## config.mk

```make
export PLATFORM = sky130hd
export DESIGN_NAME = lpcp_div
export DESIGN_NICKNAME = d
export VERILOG_FILES = /design/src/rtl/assert_macros.svh /design/src/rtl/lpcp_pkg.sv /design/src/rtl/lpcp_div.sv
export SDC_FILE = /design/constraint.sdc
export NUM_CORES = 2
export LEC_CHECK = 0
export BUFFER_PORTS_ARGS = -buffer_cell sky130_fd_sc_hd__buf_2
export CAP_MARGIN = 20
export CORE_AREA = 2 2 372 558
export CTS_CLUSTER_SIZE = 16
export DETAILED_ROUTE_END_ITERATION = 7
export DIE_AREA = 0 0 374 560
export HOLD_SLACK_MARGIN = 0.12
export PLACE_DENSITY = 0.43
export SLEW_MARGIN = 20
export SYNTH_ARGS = -nofsm -noshare
export SYNTH_HDL_FRONTEND = slang
export SYNTH_SLANG_ARGS = --single-unit
```

## constraint.sdc

```tcl
create_clock -name i_clk -period 11.6 [get_ports i_clk]
set_clock_uncertainty 0.2 [all_clocks]
set_input_delay 1.16 -clock i_clk [delete_from_list [all_inputs] [get_ports i_clk]]
set_output_delay 1.16 -clock i_clk [all_outputs]
set_load 0.005 [all_outputs]
```

## src/rtl/assert_macros.svh

```systemverilog
// assertion macros used by the projection module
`ifndef ASSERT_MACROS_SVH
`define ASSERT_MACROS_SVH

// same-cycle implication, disabled while reset is low
`define ASSERT_IMP(lbl, clk, rst_n, ante, cons, msg) \
    lbl: assert property (@(posedge clk) disable iff (!rst_n) (ante) |-> (cons)) \
        else $error(msg);

// next-cycle implication, disabled while reset is low
`define ASSERT_NEXT(lbl, clk, rst_n, ante, cons, msg) \
    lbl: assert property (@(posedge clk) disable iff (!rst_n) (ante) |=> (cons)) \
        else $error(msg);

`endif

```

## src/rtl/lpcp_pkg.sv

```systemverilog
// shared constants and types of the point projection pipeline
`timescale 1ns / 1ps

package lpcp_pkg;
    localparam int POINT_WIDTH     = 24;
    localparam int PIXEL_FRAC_BITS = 4;

    localparam int CFG_W     = 60;
    localparam int CFG_IDX_W = 3;

    localparam int IN_TDATA_W  = ((3 * POINT_WIDTH + 7) / 8) * 8;
    localparam int NORM_W      = 20;
    localparam int DEPTH_W     = 23;
    localparam int OUT_TDATA_W = ((2 * NORM_W + DEPTH_W + 7) / 8) * 8;

    // camera coordinate and divider widths
    localparam int C_W        = POINT_WIDTH + 5;
    localparam int DEN_W      = C_W - 1;
    localparam int NUM_W      = C_W + 16;
    localparam int Q_W        = NORM_W + 1;
    localparam int DIV_STEPS  = 3;
    localparam int DIV_STAGES = Q_W / DIV_STEPS;

    typedef enum logic [CFG_IDX_W-1:0] {
        REG_ROW0,
        REG_ROW1,
        REG_ROW2,
        REG_FOCAL,
        REG_RADIAL,
        REG_TANGENT,
        REG_IMAGE
    } t_cfg_reg;

    typedef enum logic [1:0] {
        ST_VISIBLE,
        ST_BEHIND,
        ST_OUTSIDE
    } t_status;
endpackage

```

## src/rtl/lpcp_div.sv

```systemverilog
// pipelined restoring divider for the normalized image coordinate
`timescale 1ns / 1ps

module lpcp_div (
    input  logic                               i_clk,
    input  logic                               i_en,
    input  logic [lpcp_pkg::NUM_W-1:0]         i_num,
    input  logic [lpcp_pkg::DEN_W-1:0]         i_den,
    input  logic                               i_neg,
    output logic signed [lpcp_pkg::NORM_W-1:0] o_quot
);
    import lpcp_pkg::*;

    localparam int HEAD_W = NUM_W - Q_W;
    localparam logic [Q_W-1:0] Q_LIM = Q_W'(1) << (NORM_W - 1);

    logic [DEN_W-1:0] h_rem [DIV_STAGES+1];
    logic [Q_W-1:0]   h_low [DIV_STAGES+1];
    logic [Q_W-1:0]   h_q   [DIV_STAGES+1];
    logic [DEN_W-1:0] h_den [DIV_STAGES+1];
    logic             h_neg [DIV_STAGES+1];
    logic             h_ovf [DIV_STAGES+1];

    logic [DEN_W-1:0] n_rem [DIV_STAGES];
    logic [Q_W-1:0]   n_low [DIV_STAGES];
    logic [Q_W-1:0]   n_q   [DIV_STAGES];

    logic [DEN_W-1:0] r_rem [DIV_STAGES];
    logic [Q_W-1:0]   r_low [DIV_STAGES];
    logic [Q_W-1:0]   r_q   [DIV_STAGES];
    logic [DEN_W-1:0] r_den [DIV_STAGES];
    logic             r_neg [DIV_STAGES];
    logic             r_ovf [DIV_STAGES];

    logic [HEAD_W-1:0]  w_head;
    logic [Q_W-1:0]     w_mag;
    logic signed [Q_W:0] w_neg_val;

    // a quotient that needs more than Q_W bits is flagged up front and saturated
    assign w_head   = i_num[NUM_W-1:Q_W];
    assign h_rem[0] = DEN_W'(w_head);
    assign h_low[0] = i_num[Q_W-1:0];
    assign h_q[0]   = '0;
    assign h_den[0] = i_den;
    assign h_neg[0] = i_neg;
    assign h_ovf[0] = (DEN_W'(w_head) >= i_den);

    for (genvar s = 0; s < DIV_STAGES; s++) begin : g_stage
        always_comb begin
            logic [DEN_W:0]   t;
            logic [DEN_W-1:0] rem;
            logic [Q_W-1:0]   low;
            logic [Q_W-1:0]   q;
            rem = h_rem[s];
            low = h_low[s];
            q   = h_q[s];
            for (int k = 0; k < DIV_STEPS; k++) begin
                t   = {rem, low[Q_W-1]};
                low = {low[Q_W-2:0], 1'b0};
                if (t >= {1'b0, h_den[s]}) begin
                    t = t - {1'b0, h_den[s]};
                    q = {q[Q_W-2:0], 1'b1};
                end else begin
                    q = {q[Q_W-2:0], 1'b0};
                end
                rem = t[DEN_W-1:0];
            end
            n_rem[s] = rem;
            n_low[s] = low;
            n_q[s]   = q;
        end

        always_ff @(posedge i_clk) begin
            if (i_en) begin
                r_rem[s] <= n_rem[s];
                r_low[s] <= n_low[s];
                r_q[s]   <= n_q[s];
                r_den[s] <= h_den[s];
                r_neg[s] <= h_neg[s];
                r_ovf[s] <= h_ovf[s];
            end
        end

        assign h_rem[s+1] = r_rem[s];
        assign h_low[s+1] = r_low[s];
        assign h_q[s+1]   = r_q[s];
        assign h_den[s+1] = r_den[s];
        assign h_neg[s+1] = r_neg[s];
        assign h_ovf[s+1] = r_ovf[s];
    end

    always_comb begin
        w_mag = (h_ovf[DIV_STAGES] || (h_q[DIV_STAGES] > Q_LIM)) ? Q_LIM : h_q[DIV_STAGES];
        w_neg_val = -$signed({1'b0, w_mag});
        if (h_neg[DIV_STAGES]) begin
            o_quot = w_neg_val[NORM_W-1:0];
        end else if (w_mag == Q_LIM) begin
            o_quot = {1'b0, {(NORM_W-1){1'b1}}};
        end else begin
            o_quot = w_mag[NORM_W-1:0];
        end
    end
endmodule

```

* After elaboration in Yosys (flattened, before gate mapping)
Memory sizes are Yosys's and may differ from the RTL's. Index checks and enable logic that the tools add are counted.
Storage, ports and cells: flip-flop bits (word level) 0, memory bits (writable) 679, bits of input ports 76, output and inout bits 20, word-level logic and storage cells 100, memories 6
Cells by class: add/subtract/negate cells 22, magnitude comparators 23, eq/ne operators 1, multiplexer cells 47, reduce and logical (&&, ||, !) cells 1
Memory list:
- r_den | depth 7, bits a word 28, rd ports 6, clocked after Yosys merged registers in 0, wr ports 7, RTL line lpcp_div.sv:31 | logic [DEN_W-1:0] r_den [DIV_STAGES];
- r_rem | depth 7, bits a word 28, rd ports 6, clocked after Yosys merged registers in 0, wr ports 7, RTL line lpcp_div.sv:28 | logic [DEN_W-1:0] r_rem [DIV_STAGES];
- r_q | depth 7, bits a word 21, rd ports 7, clocked after Yosys merged registers in 0, wr ports 7, RTL line lpcp_div.sv:30 | logic [Q_W-1:0] r_q [DIV_STAGES];
- r_low | depth 7, bits a word 18, rd ports 6, clocked after Yosys merged registers in 0, wr ports 7, RTL line lpcp_div.sv:29 | logic [Q_W-1:0] r_low [DIV_STAGES];
- r_neg | depth 7, bits a word 1, rd ports 7, clocked after Yosys merged registers in 0, wr ports 7, RTL line lpcp_div.sv:32 | logic r_neg [DIV_STAGES];
- r_ovf | depth 7, bits a word 1, rd ports 7, clocked after Yosys merged registers in 0, wr ports 7, RTL line lpcp_div.sv:33 | logic r_ovf [DIV_STAGES];
Operators by type and width (number):
- two-way mux 28 bit | 21
- greater-or-equal comparator 29 x 28 -> 1 bit | 20
- subtractor 28 bit | 20
- two-way mux 20 bit | 2
- greater-or-equal comparator 24 x 28 -> 1 bit | 1
- greater-or-equal comparator 25 x 28 -> 1 bit | 1
- subtractor 25 x 28 -> 28 bit | 1
- two-way mux 1 bit | 23
- equality test 21 x 20 -> 1 bit, second input constant | 1
- > comparator 21 x 20 -> 1 bit, second input constant | 1
- two-way mux 21 bit | 1
- negation 20 bit | 1
- logical OR 1 bit | 1

* Longest topological paths before layout
An unclocked memory read counts as a cell.
depth after elaboration 7, depth in mapped cells 41, gate-level depth less buffers 38

* Worst setup path after synthesis
Ideal clock, no wire load.
kind input port to flip-flop, start point input i_den[2] in the netlist's numbering, end point memory r_rem[0][1] in the netlist's numbering (data pin), setup time 0.260 ns, data arrival time 8.837 ns, data required time 11.140 ns, setup slack 2.303 ns, stages 37, path buffers 4, cells stage by stage inv_1 -> ha_1 -> nor2b_1 -> o211ai_1 -> a21boi_1 -> o31ai_2 -> a2111o_1 -> a21oi_1 -> a21oi_1 -> buf_2 -> mux2_2 -> ha_1 -> and2_1 -> and3_1 -> nand4_1 -> o21ba_2 -> o21bai_1 -> a311oi_1 -> o21a_1 -> and3b_1 -> buf_2 -> inv_2 -> buf_1 -> nor2_1 -> a21oi_1 -> ha_1 -> nor2b_1 -> o31a_1 -> o31ai_1 -> a31oi_1 -> a21oi_1 -> o21ai_1 -> a211oi_1 -> o21ai_1 -> a221oi_2 -> clkbuf_1 -> mux2_2
RTL lines:
- start, declared | RTL line lpcp_div.sv:8 | input logic [lpcp_pkg::DEN_W-1:0] i_den,
- end, declared | RTL line lpcp_div.sv:28

==> metrics.txt <==
CTS Root Cell=clkbuf_16; die footprint=209400 sq um; final setup fails=0; Final Critical Period=10690 ps; CP required=11820 ps; setup TNS=0 ps; overall routing resource usage=15.19%; Critical Path End Type=flip-flop; cell class contributing the biggest share of worst-path delay=compound AO/OA/AOI/OAI gates; CP max stage delay=around 600 ps; post-synthesis async set-or-reset flop share=0%; Synth top area share=29.36%; Min-Delay Path Class=reg2reg; Mapped Area=50820 sq um; Final Max Slew Viols=0; core footprint=205000 sq um; Least-Margin Pin Slew=1061 ps; initial antenna violation count=5; FP Rows=204; cell repeated most along the worst path=buf_4; drt first pass iters=7; syn_nets=around 6200; vias in the first global route=43923; DRT Wirelength=between 150 and 200 mm; Post-Syn Instances=5511; worst hold path cell count=0; Area Overhead vs Synth=13.53%; Yosys top cell by area=edfxtp_1; H-tree lvl count=3; DRC viols=0; status=finished clean; first-pass GRT wire length=245.9 mm; f_max=93.51 MHz; clk_lat worst skew=690 ps; Crit path arrival time=10910 ps; Reg2Reg Depth=39; via count=41733; number of DRC markers in iteration 0=1561; largest net degree at the start of global routing=slightly above 90; layout cells sized above 1=13.22%; CTS tree=yes; period utilization=92.19%; count leader, synth=ha_1; clk sink count=497; critical path startpoint category=flip-flop; Initial Util=approximately a quarter; crit path kind=reg2reg; Seq/Total Area, Yosys=29.36%; Clock Tree Buf Depth=3; number of synthesized flops with an enable pin=a little under 500; Synth warnings=0; cts repair resizes=0; DP HPWL=~140 mm; routability cong.=~0.95; Via density=between 4 and 5; total grt overflow=0; port buffer count=95; FILL cells=roughly 22000; Buffers & Inverters on Critical Path=7; mean routed wirelength per cell=around 19 um; number of placed I/O pins=96; Yosys cell types=between 100 and 150; post-CTS setup buffers=0; die span in y=roughly 560 um; nets=approximately 6400; CTS Hold Bufs=0; Primary FF master, synth=edfxtp_1; critical path depth=39; Max-Slew Margin vs Limit=27.46%; main area contributors after synthesis=edfxtp_1 29%, ha_1 15%, mux2_2 6.2%, xnor2_1 5.5%, a21oi_1 5.1%; RSZ-0062 raised after global routing=no; TritonCTS Buffers=between 60 and 70; Seq cells post-synth=497; syn avg cell area=just over 9 sq um; Die Wd=374 um; slowest library cell on the worst path=nor3_4; Worst-path clk slew=approximately 60 ps; final hold viol count=0; max-cap viol count=0; commonest cells in the netlist=610 x ha_1, 520 x a21oi_1, 497 x edfxtp_1, 381 x nor2_1, 376 x inv_1; antenna-violating nets left=0; Crit Path Max Fanout=24
kinds of logic after synthesis:
group	Yosys count	share of synthesized area, %
AOI/OAI and AO/OA	1695	21.56
xor gates and xnor gates	462	7.962
adders and majority gates	630	15.81
buffers and inverters	506	4.060
DFF	497	29.36
muxes	368	8.304
and+or+nand+nor	1353	12.94
state kept, by name (all words and copies together), names as in the netlist:
name and count:
r_den 168, r_neg 7, r_low 63, r_ovf 7
r_rem 168, r_q 84
final cells by class:
| type | instances | area [sq um] | share of cell area (%) |
|---|---|---|---|
| Timing Repair Buffer | 255 | 1757 | 3.044 |
| Antenna cell | 2 | 5.005 | 0.008674 |
| Multi-Input combinational cell | 4508 | 33910 | 58.76 |
| Clock buffer | 71 | 1670 | 2.895 |
| Inverter | 384 | 1446 | 2.507 |
| Sequential cell | 497 | 14920 | 25.86 |
| Clock inverter | 49 | 641.9 | 1.112 |
| Tap cell | 2678 | 3351 | 5.807 |
per-stage QoR:
stage	hold WS [ps]	worst slack, ps	utilization, %	area (sq um)	std cells
final	210.5	906.1	28.15	57700	8444
after global routing	222.0	271.5	28.15	57700	8442
after CTS	204.5	786.0	28.14	57680	8441
after detailed placement	204.5	370.8	27.01	55370	8321
after global placement	201.0	364.4	27.01	55370	8321
after floorplan	200.3	2303	-	50820	5511
worst paths after layout:
kind	start	to	slack [ps]
setup / recovery	r_den[2][10]$_DFFE_PP_	r_rem[3][25]$_DFFE_PP_	910
hold / removal	r_low[1][13]$_DFFE_PP_	r_low[2][16]$_DFFE_PP_	210
setup reg to reg	r_den[2][10]$_DFFE_PP_	r_rem[3][25]$_DFFE_PP_	910
hold reg to reg	r_low[1][13]$_DFFE_PP_	r_low[2][16]$_DFFE_PP_	210
routing by layer:
layer	vias up	part of all wire, %	GRT usage, %
met5	-	0.0079	0
li1	20990	-	-
met1	19829	33	13.01
met3	334	1.8	1.302
met4	2	7.2	10.11
met2	578	58	32.21
cells in the final DEF (no fill, tap or decap), types with 94 or more instances in the layout:
cell	netlist	final
xnor2_1	320	320
nand2_1	347	347
buf_4	5	154
a21o_1	273	273
nor2_1	381	381
buf_2	42	94
o21ai_0	328	328
edfxtp_1	497	497
xor2_1	142	142
nand3_1	108	108
a21oi_1	520	519
mux2_2	282	282
ha_1	610	610
inv_1	376	376
Power is not shown: default switching activity piles up to over one toggle a cycle in this logic, so the estimate is an artifact.
